--- config.mk ---
export PLATFORM = sky130hd
export DESIGN_NAME = audio_frame_duration_tracker_top_flat
export DESIGN_NICKNAME = d
export VERILOG_FILES = /design/src/rtl/afdt_pkg.sv /design/src/rtl/afdt_if.sv /design/src/rtl/audio_frame_duration_tracker_top.sv /design/src/rtl/afdt_parse.sv /design/src/rtl/afdt_dur.sv /design/src/rtl/afdt_obuf.sv /design/src/flat_wrapper.sv
export SDC_FILE = /design/constraint.sdc
export NUM_CORES = 2
export LEC_CHECK = 0
export BUFFER_PORTS_ARGS = -buffer_cell sky130_fd_sc_hd__buf_4
export CAP_MARGIN = 20
export CORE_MARGIN = 3
export CORE_UTILIZATION = 57
export CTS_CLUSTER_SIZE = 25
export DETAILED_ROUTE_END_ITERATION = 7
export GPL_ROUTABILITY_DRIVEN = 0
export PLACE_DENSITY_LB_ADDON = 0.05
export SLEW_MARGIN = 40
export SYNTH_ARGS = -nofsm -noshare
export SYNTH_HDL_FRONTEND = slang
export SYNTH_SLANG_ARGS = --single-unit
--- constraint.sdc ---
create_clock -name clk_i -period 10.73 [get_ports clk_i]
set_clock_uncertainty 0.1 [all_clocks]
set_input_delay 2.6825 -clock clk_i [delete_from_list [all_inputs] [get_ports clk_i]]
set_output_delay 2.6825 -clock clk_i [all_outputs]
set_load 0.1 [all_outputs]
--- src/rtl/afdt_pkg.sv ---
package afdt_pkg;

  localparam int unsigned BYTE_W     = 8;
  localparam int unsigned TS_W       = 64;
  localparam int unsigned DUR_W      = 17;
  localparam int unsigned STAT_W     = 3;
  localparam int unsigned IDX_W      = 4;
  localparam int unsigned LEN_W      = 5;
  localparam int unsigned PSKIP_W    = 16;
  localparam int unsigned CIDX_W     = 2;
  localparam int unsigned OPUS_LEN_W = 12;
  localparam int unsigned OPUS_D_W   = 18;
  localparam int unsigned FLAC_LEN_W = 16;
  localparam int unsigned TRIM_W     = 13;
  localparam int unsigned OBUF_DEPTH = 2;

  localparam logic [BYTE_W-1:0] FLAC_SYNC = 8'hFF;

  // byte positions within a packet
  localparam logic [IDX_W-1:0] IDX_LEAD       = 4'd0;
  localparam logic [IDX_W-1:0] IDX_SECOND     = 4'd1;
  localparam logic [IDX_W-1:0] IDX_CODE       = 4'd2;
  localparam logic [IDX_W-1:0] IDX_SIZE_FIELD = 4'd4;
  localparam logic [IDX_W-1:0] IDX_MAX        = 4'd15;

  localparam logic [LEN_W-1:0] FLAC_MIN_LEN      = 5'd3;
  localparam logic [LEN_W-1:0] FLAC_EXPL_MIN_LEN = 5'd5;
  localparam logic [LEN_W-1:0] OPUS_ARB_MIN_LEN  = 5'd2;

  localparam logic [3:0] FLAC_CODE_RESERVED = 4'd0;
  localparam logic [3:0] FLAC_CODE_EXPL8    = 4'd6;
  localparam logic [3:0] FLAC_CODE_EXPL16   = 4'd7;

  localparam logic [1:0] OPUS_FC_ONE    = 2'd0;
  localparam logic [1:0] OPUS_FC_TWO_EQ = 2'd1;
  localparam logic [1:0] OPUS_FC_TWO    = 2'd2;

  localparam logic [OPUS_D_W-1:0] OPUS_MAX_DUR = 18'd5760;

  typedef enum logic [STAT_W-1:0] {
    ST_OK       = 3'd0,
    ST_NO_SYNC  = 3'd1,
    ST_RESERVED = 3'd2,
    ST_BAD_DUR  = 3'd3,
    ST_SHORT    = 3'd4
  } status_e;

  typedef enum logic [CIDX_W-1:0] {
    CFG_CODEC_MODE     = 2'd0,
    CFG_PRE_SKIP       = 2'd1,
    CFG_GRANULE_OFFSET = 2'd2
  } cfg_idx_e;

  typedef struct packed {
    logic [BYTE_W-1:0] lead;
    logic [BYTE_W-1:0] second;
    logic [3:0]        size_code;
    logic [IDX_W-1:0]  size_pos;
    logic [BYTE_W-1:0] size_high;
    logic [BYTE_W-1:0] size_low;
    logic [LEN_W-1:0]  len;
    logic              last;
    logic              start;
    logic              eos;
    logic [TS_W-1:0]   gpos;
  } hdr_t;

  typedef struct packed {
    logic [DUR_W-1:0] dur;
    logic [TS_W-1:0]  pts;
    status_e          status;
  } res_t;

  function automatic logic [2:0] utf8_len(input logic [BYTE_W-1:0] b);
    logic [2:0] r;
    if (b[7] == 1'b0)             r = 3'd1;
    else if (b[7:5] == 3'b110)    r = 3'd2;
    else if (b[7:4] == 4'b1110)   r = 3'd3;
    else if (b[7:3] == 5'b11110)  r = 3'd4;
    else if (b[7:2] == 6'b111110) r = 3'd5;
    else if (b[7:1] == 7'b1111110) r = 3'd6;
    else if (b == 8'hFE)          r = 3'd7;
    else                          r = 3'd0;
    return r;
  endfunction

  function automatic logic [OPUS_LEN_W-1:0] opus_frame_len(input logic [4:0] toc);
    logic [OPUS_LEN_W-1:0] r;
    if (toc < 5'd12) begin
      case (toc[1:0])
        2'd0:    r = 12'd480;
        2'd1:    r = 12'd960;
        2'd2:    r = 12'd1920;
        default: r = 12'd2880;
      endcase
    end else if (toc < 5'd16) begin
      r = toc[0] ? 12'd960 : 12'd480;
    end else begin
      case (toc[1:0])
        2'd0:    r = 12'd120;
        2'd1:    r = 12'd240;
        2'd2:    r = 12'd480;
        default: r = 12'd960;
      endcase
    end
    return r;
  endfunction

  function automatic logic [FLAC_LEN_W-1:0] flac_block_len(input logic [3:0] code);
    logic [FLAC_LEN_W-1:0] r;
    case (code)
      4'd1:    r = 16'd192;
      4'd2:    r = 16'd576;
      4'd3:    r = 16'd1152;
      4'd4:    r = 16'd2304;
      4'd5:    r = 16'd4608;
      4'd8:    r = 16'd256;
      4'd9:    r = 16'd512;
      4'd10:   r = 16'd1024;
      4'd11:   r = 16'd2048;
      4'd12:   r = 16'd4096;
      4'd13:   r = 16'd8192;
      4'd14:   r = 16'd16384;
      4'd15:   r = 16'd32768;
      default: r = 16'd0;
    endcase
    return r;
  endfunction

endpackage

--- src/rtl/afdt_if.sv ---
interface afdt_in_if;
  logic                           valid;
  logic                           ready;
  logic [afdt_pkg::BYTE_W-1:0]    pkt_byte;
  logic                           last_byte;
  logic                           stream_start;
  logic                           end_of_stream;
  logic [afdt_pkg::TS_W-1:0]      granule_pos;

  modport source (output valid, pkt_byte, last_byte, stream_start, end_of_stream, granule_pos,
                  input ready);
  modport sink (input valid, pkt_byte, last_byte, stream_start, end_of_stream, granule_pos,
                output ready);
endinterface

interface afdt_out_if;
  logic                           valid;
  logic                           ready;
  logic [afdt_pkg::DUR_W-1:0]     frame_duration;
  logic [afdt_pkg::TS_W-1:0]      frame_pts;
  logic [afdt_pkg::STAT_W-1:0]    status;

  modport source (output valid, frame_duration, frame_pts, status, input ready);
  modport sink (input valid, frame_duration, frame_pts, status, output ready);
endinterface

interface afdt_cfg_if;
  logic                           valid;
  logic                           ready;
  logic [afdt_pkg::CIDX_W-1:0]    index;
  logic [afdt_pkg::TS_W-1:0]      data;

  modport source (output valid, index, data, input ready);
  modport sink (input valid, index, data, output ready);
endinterface

--- src/rtl/audio_frame_duration_tracker_top.sv ---
// channel  | dir | payload                                                  | handshake
// pkt_i    | in  | pkt_byte, last_byte, stream_start, end_of_stream,        | valid/ready
//          |     | granule_pos                                              |
// res_o    | out | frame_duration, frame_pts, status (one per packet)       | valid/ready
// cfg_i    | in  | index, data (0 codec_mode, 1 pre_skip, 2 granule_offset) | valid/ready
//
// One packet byte per cycle while the output queue has room. The result word of a packet is registered in the
// output queue in the cycle after its final byte is taken.
// The two-entry output queue sets the stall: bytes are taken while it has room.
// Reset clears the timestamp, the header capture state, the configuration and the queue pointers.
// cfg_i is always ready; write it only while no packet is in progress.
module audio_frame_duration_tracker_top (
  input  logic        clk_i,
  input  logic        rst_ni,
  afdt_in_if.sink     pkt_i,
  afdt_out_if.source  res_o,
  afdt_cfg_if.sink    cfg_i
);
  import afdt_pkg::*;

  logic accept;
  logic room;
  hdr_t hdr;
  res_t res;

  assign pkt_i.ready = room;
  assign accept      = pkt_i.valid && room;

  afdt_parse u_parse (
    .clk_i    (clk_i),
    .rst_ni   (rst_ni),
    .accept_i (accept),
    .byte_i   (pkt_i.pkt_byte),
    .last_i   (pkt_i.last_byte),
    .start_i  (pkt_i.stream_start),
    .eos_i    (pkt_i.end_of_stream),
    .gpos_i   (pkt_i.granule_pos),
    .hdr_o    (hdr)
  );

  afdt_dur u_dur (
    .clk_i    (clk_i),
    .rst_ni   (rst_ni),
    .accept_i (accept),
    .hdr_i    (hdr),
    .cfg      (cfg_i),
    .res_o    (res)
  );

  afdt_obuf u_obuf (
    .clk_i  (clk_i),
    .rst_ni (rst_ni),
    .push_i (accept && hdr.last),
    .data_i (res),
    .room_o (room),
    .res    (res_o)
  );

endmodule

--- src/rtl/afdt_parse.sv ---
module afdt_parse (
  input  logic                        clk_i,
  input  logic                        rst_ni,
  input  logic                        accept_i,
  input  logic [afdt_pkg::BYTE_W-1:0] byte_i,
  input  logic                        last_i,
  input  logic                        start_i,
  input  logic                        eos_i,
  input  logic [afdt_pkg::TS_W-1:0]   gpos_i,
  output afdt_pkg::hdr_t              hdr_o
);
  import afdt_pkg::*;

  logic [IDX_W-1:0]  idx_q, idx_d;
  logic [BYTE_W-1:0] lead_q, lead_d;
  logic [BYTE_W-1:0] second_q, second_d;
  logic [3:0]        code_q, code_d;
  logic [IDX_W-1:0]  pos_q, pos_d;
  logic [BYTE_W-1:0] high_q, high_d;
  logic [BYTE_W-1:0] low_q, low_d;

  always_comb begin
    lead_d   = lead_q;
    second_d = second_q;
    code_d   = code_q;
    pos_d    = pos_q;
    high_d   = high_q;
    low_d    = low_q;
    case (idx_q)
      IDX_LEAD: begin
        lead_d = byte_i;
        pos_d  = '0;
      end
      IDX_SECOND: begin
        second_d = byte_i;
      end
      IDX_CODE: begin
        code_d = byte_i[7:4];
      end
      IDX_SIZE_FIELD: begin
        pos_d = IDX_SIZE_FIELD + {1'b0, utf8_len(byte_i)};
      end
      default: begin
      end
    endcase
    if (idx_q >= IDX_SIZE_FIELD && idx_q < IDX_MAX) begin
      if (idx_q == pos_d) begin
        high_d = byte_i;
      end else if ({1'b0, idx_q} == {1'b0, pos_d} + 5'd1) begin
        low_d = byte_i;
      end
    end
    if (last_i) begin
      idx_d = '0;
    end else if (idx_q == IDX_MAX) begin
      idx_d = IDX_MAX;
    end else begin
      idx_d = idx_q + 4'd1;
    end
  end

  always_comb begin
    hdr_o.lead      = lead_d;
    hdr_o.second    = second_d;
    hdr_o.size_code = code_d;
    hdr_o.size_pos  = pos_d;
    hdr_o.size_high = high_d;
    hdr_o.size_low  = low_d;
    hdr_o.len       = {1'b0, idx_q} + 5'd1;
    hdr_o.last      = last_i;
    hdr_o.start     = (idx_q == IDX_LEAD) && start_i;
    hdr_o.eos       = eos_i;
    hdr_o.gpos      = gpos_i;
  end

  always_ff @(posedge clk_i or negedge rst_ni) begin
    if (!rst_ni) begin
      idx_q    <= '0;
      lead_q   <= '0;
      second_q <= '0;
      code_q   <= '0;
      pos_q    <= '0;
      high_q   <= '0;
      low_q    <= '0;
    end else if (accept_i) begin
      idx_q    <= idx_d;
      lead_q   <= lead_d;
      second_q <= second_d;
      code_q   <= code_d;
      pos_q    <= pos_d;
      high_q   <= high_d;
      low_q    <= low_d;
    end
  end

endmodule

--- src/rtl/afdt_dur.sv ---
module afdt_dur (
  input  logic           clk_i,
  input  logic           rst_ni,
  input  logic           accept_i,
  input  afdt_pkg::hdr_t hdr_i,
  afdt_cfg_if.sink       cfg,
  output afdt_pkg::res_t res_o
);
  import afdt_pkg::*;

  logic               mode_q, mode_d;
  logic [PSKIP_W-1:0] pskip_q, pskip_d;
  logic [TS_W-1:0]    goff_q, goff_d;
  // reload values for stream start, and play position plus granule offset
  logic [TS_W-1:0]    rl_pp_q, rl_pp_d;
  logic [TS_W-1:0]    rl_anc_q, rl_anc_d;
  logic [TS_W-1:0]    pp_q, pp_d;
  logic [TS_W-1:0]    anc_q, anc_d;

  logic [TS_W-1:0]       pp_eff;
  logic [TS_W-1:0]       anc_eff;
  logic [TS_W-1:0]       gap;
  logic [OPUS_LEN_W-1:0] opus_base;
  logic [OPUS_D_W-1:0]   opus_prod;
  logic [OPUS_D_W-1:0]   opus_d;
  logic [LEN_W-1:0]      need;
  logic [DUR_W-1:0]      dur;
  status_e               st;
  logic                  cfg_wr;

  assign cfg.ready = 1'b1;
  assign cfg_wr    = cfg.valid && cfg.ready;

  assign pp_eff    = hdr_i.start ? rl_pp_q : pp_q;
  assign anc_eff   = hdr_i.start ? rl_anc_q : anc_q;
  assign gap       = hdr_i.gpos - anc_eff;
  assign opus_base = opus_frame_len(hdr_i.lead[7:3]);
  assign opus_prod = {6'b0, opus_base} * {12'b0, hdr_i.second[5:0]};
  assign need      = {1'b0, hdr_i.size_pos}
                   + ((hdr_i.size_code == FLAC_CODE_EXPL16) ? 5'd2 : 5'd1);

  always_comb begin
    st     = ST_OK;
    dur    = '0;
    opus_d = '0;
    if (!mode_q) begin
      if (hdr_i.lead != FLAC_SYNC) begin
        st = ST_NO_SYNC;
      end else if (hdr_i.len < FLAC_MIN_LEN) begin
        st = ST_SHORT;
      end else if (hdr_i.size_code == FLAC_CODE_RESERVED) begin
        st = ST_RESERVED;
      end else if (hdr_i.size_code == FLAC_CODE_EXPL8
                   || hdr_i.size_code == FLAC_CODE_EXPL16) begin
        if (hdr_i.len < FLAC_EXPL_MIN_LEN || hdr_i.len < need) begin
          st = ST_SHORT;
        end else if (hdr_i.size_code == FLAC_CODE_EXPL8) begin
          dur = {9'b0, hdr_i.size_low} + 17'd1;
        end else begin
          dur = {1'b0, hdr_i.size_high, hdr_i.size_low} + 17'd1;
        end
      end else begin
        dur = {1'b0, flac_block_len(hdr_i.size_code)};
      end
    end else begin
      case (hdr_i.lead[1:0])
        OPUS_FC_ONE: begin
          opus_d = {6'b0, opus_base};
        end
        OPUS_FC_TWO_EQ, OPUS_FC_TWO: begin
          opus_d = {5'b0, opus_base, 1'b0};
        end
        default: begin
          opus_d = opus_prod;
          if (hdr_i.len < OPUS_ARB_MIN_LEN) begin
            st = ST_SHORT;
          end
        end
      endcase
      if (st == ST_OK) begin
        if (opus_d == '0 || opus_d > OPUS_MAX_DUR) begin
          st = ST_BAD_DUR;
        end else begin
          // trim last packet against the granule position
          if (hdr_i.eos && hdr_i.gpos != '1 && gap[TS_W-1:TRIM_W] == '0
              && gap[TRIM_W-1:0] < opus_d[TRIM_W-1:0]) begin
            dur = {4'b0, gap[TRIM_W-1:0]};
          end else begin
            dur = opus_d[DUR_W-1:0];
          end
        end
      end
    end
  end

  always_comb begin
    res_o.dur    = dur;
    res_o.pts    = pp_eff;
    res_o.status = st;
  end

  always_comb begin
    mode_d   = mode_q;
    pskip_d  = pskip_q;
    goff_d   = goff_q;
    rl_pp_d  = rl_pp_q;
    rl_anc_d = rl_anc_q;
    pp_d     = pp_q;
    anc_d    = anc_q;
    if (accept_i) begin
      if (hdr_i.start) begin
        pp_d  = rl_pp_q;
        anc_d = rl_anc_q;
      end
      if (hdr_i.last && st == ST_OK) begin
        pp_d  = pp_eff + {47'b0, dur};
        anc_d = anc_eff + {47'b0, dur};
      end
    end
    if (cfg_wr) begin
      case (cfg.index)
        CFG_CODEC_MODE: begin
          mode_d = cfg.data[0];
        end
        CFG_PRE_SKIP: begin
          pskip_d  = cfg.data[PSKIP_W-1:0];
          rl_pp_d  = 64'd0 - {48'b0, cfg.data[PSKIP_W-1:0]};
          rl_anc_d = goff_q - {48'b0, cfg.data[PSKIP_W-1:0]};
        end
        CFG_GRANULE_OFFSET: begin
          goff_d   = cfg.data;
          rl_anc_d = cfg.data - {48'b0, pskip_q};
          anc_d    = pp_q + cfg.data;
        end
        default: begin
        end
      endcase
    end
  end

  always_ff @(posedge clk_i or negedge rst_ni) begin
    if (!rst_ni) begin
      mode_q   <= 1'b0;
      pskip_q  <= '0;
      goff_q   <= '0;
      rl_pp_q  <= '0;
      rl_anc_q <= '0;
      pp_q     <= '0;
      anc_q    <= '0;
    end else begin
      mode_q   <= mode_d;
      pskip_q  <= pskip_d;
      goff_q   <= goff_d;
      rl_pp_q  <= rl_pp_d;
      rl_anc_q <= rl_anc_d;
      pp_q     <= pp_d;
      anc_q    <= anc_d;
    end
  end

endmodule

--- src/rtl/afdt_obuf.sv ---
module afdt_obuf (
  input  logic           clk_i,
  input  logic           rst_ni,
  input  logic           push_i,
  input  afdt_pkg::res_t data_i,
  output logic           room_o,
  afdt_out_if.source     res
);
  import afdt_pkg::*;

  res_t       slot_q [OBUF_DEPTH];
  logic       wr_q, wr_d;
  logic       rd_q, rd_d;
  logic [1:0] cnt_q, cnt_d;
  logic       pop;
  res_t       head;

  assign room_o = (cnt_q != 2'(OBUF_DEPTH));
  assign pop    = res.valid && res.ready;
  assign head   = slot_q[rd_q];

  assign res.valid          = (cnt_q != 2'd0);
  assign res.frame_duration = head.dur;
  assign res.frame_pts      = head.pts;
  assign res.status         = head.status;

  always_comb begin
    wr_d  = push_i ? ~wr_q : wr_q;
    rd_d  = pop ? ~rd_q : rd_q;
    cnt_d = cnt_q + {1'b0, push_i} - {1'b0, pop};
  end

  always_ff @(posedge clk_i) begin
    if (push_i) begin
      slot_q[wr_q] <= data_i;
    end
  end

  always_ff @(posedge clk_i or negedge rst_ni) begin
    if (!rst_ni) begin
      wr_q  <= 1'b0;
      rd_q  <= 1'b0;
      cnt_q <= '0;
    end else begin
      wr_q  <= wr_d;
      rd_q  <= rd_d;
      cnt_q <= cnt_d;
    end
  end

endmodule
--- src/flat_wrapper.sv ---
// flat-port wrapper written by rule: the top's interface ports become plain ports
module audio_frame_duration_tracker_top_flat import afdt_pkg::*;
  (clk_i, rst_ni, pkt_i_valid, pkt_i_pkt_byte, pkt_i_last_byte, pkt_i_stream_start, pkt_i_end_of_stream, pkt_i_granule_pos, pkt_i_ready, res_o_valid, res_o_frame_duration, res_o_frame_pts, res_o_status, res_o_ready, cfg_i_valid, cfg_i_index, cfg_i_data, cfg_i_ready);
  afdt_in_if pkt_i_i ();
  afdt_out_if res_o_i ();
  afdt_cfg_if cfg_i_i ();
  input  logic clk_i;
  input  logic rst_ni;
  input wire logic [$bits(pkt_i_i.valid)-1:0] pkt_i_valid;
  input wire logic [$bits(pkt_i_i.pkt_byte)-1:0] pkt_i_pkt_byte;
  input wire logic [$bits(pkt_i_i.last_byte)-1:0] pkt_i_last_byte;
  input wire logic [$bits(pkt_i_i.stream_start)-1:0] pkt_i_stream_start;
  input wire logic [$bits(pkt_i_i.end_of_stream)-1:0] pkt_i_end_of_stream;
  input wire logic [$bits(pkt_i_i.granule_pos)-1:0] pkt_i_granule_pos;
  output wire logic [$bits(pkt_i_i.ready)-1:0] pkt_i_ready;
  output wire logic [$bits(res_o_i.valid)-1:0] res_o_valid;
  output wire logic [$bits(res_o_i.frame_duration)-1:0] res_o_frame_duration;
  output wire logic [$bits(res_o_i.frame_pts)-1:0] res_o_frame_pts;
  output wire logic [$bits(res_o_i.status)-1:0] res_o_status;
  input wire logic [$bits(res_o_i.ready)-1:0] res_o_ready;
  input wire logic [$bits(cfg_i_i.valid)-1:0] cfg_i_valid;
  input wire logic [$bits(cfg_i_i.index)-1:0] cfg_i_index;
  input wire logic [$bits(cfg_i_i.data)-1:0] cfg_i_data;
  output wire logic [$bits(cfg_i_i.ready)-1:0] cfg_i_ready;
  assign pkt_i_i.valid = pkt_i_valid;
  assign pkt_i_i.pkt_byte = pkt_i_pkt_byte;
  assign pkt_i_i.last_byte = pkt_i_last_byte;
  assign pkt_i_i.stream_start = pkt_i_stream_start;
  assign pkt_i_i.end_of_stream = pkt_i_end_of_stream;
  assign pkt_i_i.granule_pos = pkt_i_granule_pos;
  assign pkt_i_ready = pkt_i_i.ready;
  assign res_o_valid = res_o_i.valid;
  assign res_o_frame_duration = res_o_i.frame_duration;
  assign res_o_frame_pts = res_o_i.frame_pts;
  assign res_o_status = res_o_i.status;
  assign res_o_i.ready = res_o_ready;
  assign cfg_i_i.valid = cfg_i_valid;
  assign cfg_i_i.index = cfg_i_index;
  assign cfg_i_i.data = cfg_i_data;
  assign cfg_i_ready = cfg_i_i.ready;
  audio_frame_duration_tracker_top u_core (.clk_i(clk_i), .rst_ni(rst_ni), .pkt_i(pkt_i_i), .res_o(res_o_i), .cfg_i(cfg_i_i));
endmodule
== Yosys cells after proc, flatten, opt, wreduce, memory -nomap -nowiden ==
Memory sizes are Yosys's and may differ from the RTL's.
Cells that the tools add are included.

* Memories kept: 2
* Word-level logic and storage cells: 158
* Memory bits (read-only): 160
* Register bits: 383
* Output and inout bits: 87
* Bits of input ports: 146
* Memory bits (writable): 168

{| class="wikitable"
|+ Memories
! name !! depth !! width !! read ports !! clocked after Yosys merged registers in !! write ports !! RTL line !! RTL
|-
| u_core.u_obuf.slot_q || 2 || 84 || 1 || 0 || 1 || afdt_obuf.sv:11 || <nowiki>res_t slot_q [OBUF_DEPTH];</nowiki>
|-
| (no name shown) || 16 || 10 || 1 || 0 || 0 || afdt_pkg.sv:111 || <nowiki>case (code)</nowiki>
|}

* Add/sub/neg operators: 16
* Bitwise logic cells: 2
* Multiply operators: 1
* Order comparisons: 10
* Multiplexer cells: 58
* Reduce and logical (&&, ||, !) cells: 29
* Equality and inequality tests: 23

{| class="wikitable"
|+ Operators with widths
! kind !! count
|-
| $mux 64 || 7
|-
| $mux 17 || 10
|-
| $add 64x17->64 || 2
|-
| $pmux 64 s2 || 1
|-
| $sub 64x16->64 || 2
|-
| $add 64x64->64 || 1
|-
| $ne 64x64->1 const B || 1
|-
| $sub 64x64->64 || 1
|-
| $mux 3 || 19
|-
| $logic_not 51->1 || 1
|-
| $mux 8 || 6
|-
| $pmux 12 s3 || 1
|-
| $pmux 18 s2 || 1
|-
| $pmux 10 s3 || 1
|-
| $mux 10 || 2
|-
| $gt 18x13->1 const B || 1
|-
| $logic_not 18->1 || 1
|-
| $mul 12x6->18 || 1
|-
| $mux 18 || 1
|-
| $add 16x1->17 const B || 1
|-
| $sub 1x16->17 const A || 1
|-
| $lt 13x13->1 || 1
|-
| $eq 4x3->1 const B || 3
|-
| $mux 12 || 1
|-
| 43 further kinds || 72
|}

== Longest topological paths before layout ==
* Word-level depth: 29
* Gate-level depth with buffers: 54
* Mapped depth without buffers: 47

== Hierarchy ==
A second synthesis with hierarchy kept.

* Cells, all modules: 4608
* Area total of the unflattened synthesis: 40614.0 µm²

{| class="wikitable"
|+ Modules (own cells, without submodules)
! module !! area each (µm²) !! sequential area each (µm²) !! cells each !! times used
|-
| afdt_dur || 31246.2 || 7231.9 || 4056 || 1
|-
| afdt_obuf || 6267.3 || 5144.9 || 278 || 1
|-
| afdt_parse || 3088.0 || 1101.1 || 272 || 1
|-
| audio_frame_duration_tracker_top || 12.5 || 0.0 || 2 || 1
|}

== Least setup slack after synthesis ==
Ideal clock, no wire load.

* Path kind: input to register
* Start point: in pkt_i_stream_start
* End point: reg u_core.u_dur.anc_q[62]
* Data arrival time: 13309 ps
* Data required time: 10543 ps
* Library setup time: 87 ps
* Slack: -2766 ps
* Stages on the path: 49
* Buffers on the path: 8
* Cell sequence: and4bb_4 -> buf_4 -> buf_2 -> buf_2 -> buf_1 -> buf_1 -> clkbuf_1 -> clkbuf_1 -> nand2_1 -> nand2_1 -> inv_1 -> ha_1 -> o21a_1 -> o31a_1 -> o31a_1 -> a21o_1 -> a31o_2 -> a21o_1 -> [13 not listed] -> or3_1 -> or4_1 -> o22ai_1 -> ha_1 -> nor2b_1 -> o21ai_0 -> a21oi_1 -> o41ai_1 -> o211ai_1 -> a21o_1 -> a21o_1 -> a2111oi_0 -> o21bai_1 -> buf_2 -> nor3_1 -> xnor2_1 -> nand2_1 -> a22oi_1

{| class="wikitable"
|+ RTL lines
! item !! RTL line !! RTL
|-
| start: declaration || flat_wrapper.sv:12 || <nowiki>input wire logic [$bits(pkt_i_i.stream_start)-1:0] pkt_i_stream_start;</nowiki>
|-
| end signal: assignment || afdt_dur.sv:157 || <nowiki>anc_q <= anc_d;</nowiki>
|-
| end: declaration || afdt_dur.sv:18 || <nowiki>logic [TS_W-1:0] anc_q, anc_d;</nowiki>
|}

==> flow_summary.yaml <==
clocking:
  path_clk_slew_ns: 0.06
  cts_buffers: 55
  htreeDepth: 2
  cts_tree: "built"
  cts_root_buffer: "clkbuf_16"
  cts_sinks: 503
  clockBufferDepth: 3
  cts_hold_buf: 0
  clock_latency_ns: 0.66
pwr:
  p_per_area_mw_per_mm2: 359
  ir_drop_uv: 379
  p_leak_uw: 0.0229
drt:
  ant_nets: 0
  dr_total_vias: 39600
  viasPerCell: 6.18
  drt_iter0_drc: 4728
  wl_per_cell_um: 22.0
  drcViolationCount: 0
  wl_mm: 141
  first_pass_iters: 6
synth:
  syn_inst: 4656
  yosys_warnings: 0
  synthXorXnorAreaFrac_pct: 7.95
  synthAdderAreaFrac_pct: 9.70
  synth.avg_cell_area_um2: 8.52
  yosys.area_share.simple_pct: 19.6
  ys.flop_type: "dfrtp_1"
  yosysSeqAreaShare_pct: 33.8
  synth_compound_area_share_pct: 19.0
  synth_top_family_by_area: "simple AND/OR/NAND/NOR gates"
  muxShareOfSynthArea_pct: 6.00
  synth-edff-count: 168
  synth_nets: 5088
  synthDistinctLibCells: 90
  synthArstFlopShare_pct: 66.6
  netlist_area_mm2: 0.0397
  ys_ff_latch: 503
critical_path:
  worstReg2RegEnd: "u_core.u_dur.pp_q[59]$_DFFE_PN0P_"
  cp.arrival_ns: 12.31
  r2r_cells: 48
  endpoint_kind: "flip-flop"
  critPathMostFrequentCell: "nand4_1"
  startpoint_type: "primary input"
  slowest_delay_ns: 0.61
  critPathCapture: "u_core.u_dur.pp_q[59]$_DFFE_PN0P_"
  crit_slowest_cell: "or4_4"
  crit_fanout: 5
  timing.rr.start: "u_core.u_parse.idx_q[1]$_DFFE_PN0P_"
  reg2reg_slack_ns: -0.16
  cp.required_ns: 11.14
  startpoint: "pkt_i_pkt_byte[3]"
  critical_path_class: "primary input to flip-flop"
placement:
  post-place-ws_ns: -1.80
  portBuffers: 231
  hpwl_mm: 106
  placed_cells: 6245
sta:
  setup_viol: 107
  slew_headroom_pct: 27.8
  worstMarginPinSlew_ns: 1.08
  fin_ws_ns: -1.16
  slew_violations: 0
  fmax_mhz: 84.1
  fin_crit_sh_pct: 111
  fin_crit_ns: 11.89
  hold_viol_final: 0
  rsz0062_at_grt: "true"
outcome:
  status: "finished with violations"
  violations: "setup timing"
global_route:
  antenna_found_initial: 1
  track_usage_pct: 36.8
  grt_pass1_vias: 36700
  gr-total-overflow: 0
  grt_max_degree: 142
  grt_pass1_wl_mm: 212
run:
  max-cap-violations: 0
layout:
  fill_cells: 5169
  drive_gt1_share_pct: 26.1
  fin_nets: 5860
  fin_util_pct: 74.1
  final_common_cell: "buf_4"
  area_growth_pct: 28.5
  fin_cells: 6406
  most-common-layout-cells: "866 x buf_4, 742 x nand2_1, 334 x dfrtp_1, 284 x nor2_1, 284 x a21oi_1"
floorplanning:
  pin_count: 233
  initial_core_util_pct: 57.7
  die_width_um: 270
  die_h_um: 270
  dieArea_mm2: 0.0728
  core_area_mm2: 0.0688
  rows: 96
min_path:
  min_path_type: "flip-flop to flip-flop"
critical path: cells and delay by family:
| family | cells | cell delay (ns) |
|---|---|---|
| simple gates | 14 | 3.41 |
| xor+xnor | 2 | 0.35 |
| buf+inv | 6 | 0.70 |
| fa+ha+maj | 6 | 2.19 |
| compound gates | 17 | 2.69 |
| mux | 1 | 0.27 |
final cells by class:
cell class              count  area [um^2]  area share (%)
inverters                 188          706            1.38
flip-flops and latches    503        13400            26.3
diodes                      1         2.50         0.00491
clock buffers              63         1460            2.86
multi-input cells        3748        26300            51.6
well taps                 931         1160            2.28
clock inverters            40          546            1.07
repair buffers            932         7360            14.4
flip-flops by register name (all words and copies together), names as in the netlist, 4 cells and up:
signal,count
u_core.u_parse.idx_q,4
u_core.u_dur.rl_anc_q,64
u_core.u_dur.pp_q,64
u_core.u_parse.low_q,8
u_core.u_parse.pos_q,4
u_core.u_parse.second_q,6
u_core.u_dur.rl_pp_q,16
u_core.u_dur.goff_q,64
u_core.u_dur.pskip_q,16
u_core.u_parse.lead_q,8
u_core.u_parse.high_q,8
u_core.u_parse.code_q,4
u_core.u_dur.anc_q,64
u_core.u_obuf.slot_q,168
logic make-up (layout without fill, tap and decap cells):
logic type	after synthesis	after routing
mux	223	223
flops	503	503
buf+inv	405	1223
other cells	1	2
fa+ha+maj	286	286
compound gates	1205	1205
simple gates	1673	1673
xor+xnor	360	360
worst min-delay path by stage:
stage	endpoint	start	cells after the start	slack, ns
6_report	u_core.u_dur.pskip_q[5]$_DFFE_PN0P_	u_core.u_dur.pskip_q[5]$_DFFE_PN0P_	2	0.38
5_1_grt	u_core.u_dur.goff_q[2]$_DFFE_PN0P_	u_core.u_dur.goff_q[2]$_DFFE_PN0P_	2	0.41
4_1_cts	u_core.u_dur.pskip_q[4]$_DFFE_PN0P_	u_core.u_dur.pskip_q[4]$_DFFE_PN0P_	2	0.38
3_5_place_dp	u_core.u_dur.pskip_q[4]$_DFFE_PN0P_	u_core.u_dur.pskip_q[4]$_DFFE_PN0P_	2	0.37
3_3_place_gp	u_core.u_dur.rl_anc_q[26]$_DFFE_PN0P_	u_core.u_dur.rl_anc_q[26]$_DFFE_PN0P_	1	0.36
2_1_floorplan	u_core.u_dur.rl_anc_q[4]$_DFFE_PN0P_	u_core.u_dur.rl_anc_q[4]$_DFFE_PN0P_	2	0.35
stage by stage:
step | total power, uW | hold WS [ns] | instance area, um^2 | TNS [ns]
CTS | 17600 | 0.385 | 49800 | -68.20
finish | 18300 | 0.379 | 51000 | -84.21
global placement | 15100 | 0.362 | 47000 | -152.42
floorplan | 10400 | 0.346 | 40100 | -66.09
global route | 19400 | 0.414 | 51000 | -118.99
detailed placement | 15300 | 0.371 | 47100 | -166.24
synth_stat cells (28+ instances only):
cell      count  area, um^2
xor2_1      148        1300
o211ai_1     47         353
or3_1        48         300
nand2_1     764        2870
nor2_1      319        1200
inv_1       188         706
clkbuf_1    176         661
nand2b_1     50         313
nor4_1       40         250
and3_1       46         288
o21a_1       40         300
nand3_1      80         400
mux2_2      119        1340
a21oi_1     299        1500
dfrtp_1     335        8380
o21ai_0     339        1700
a211oi_1     37         278
edfxtp_1    168        5040
nor3_1       92         460
fa_1         36         721
a31oi_1      67         419
o21bai_1     28         210
mux2i_1     104        1040
ha_1        250        3130
xnor2_1     212        1860
nand4_1      71         444
nor2b_1      32         200
a21o_1       94         706
report_power, final:
group	switching, uW	leakage (uW)	internal (uW)
registers	509	0.00576	2620
logic	7490	0.0162	5610
clock network	886	0.000965	1210
routing by layer:
metal  up-vias  track usage, %  share of wire, %
met4         0            15.2               4.9
met1     19000            54.3                42
li1      18300               -                 -
met3       264            5.85                11
met2      2095            53.9                42
met5         -               0                 0
repair_timing:
| item | CTS | global route |
|---|---|---|
| pin swaps | 69 | 108 |
| setup buffers | 30 | 35 |
| cloned | 2 | 0 |
| endpoints found under the setup margin | 108 | 119 |
| resized for setup | 138 | 225 |
Power figures use the tool's default switching activity.
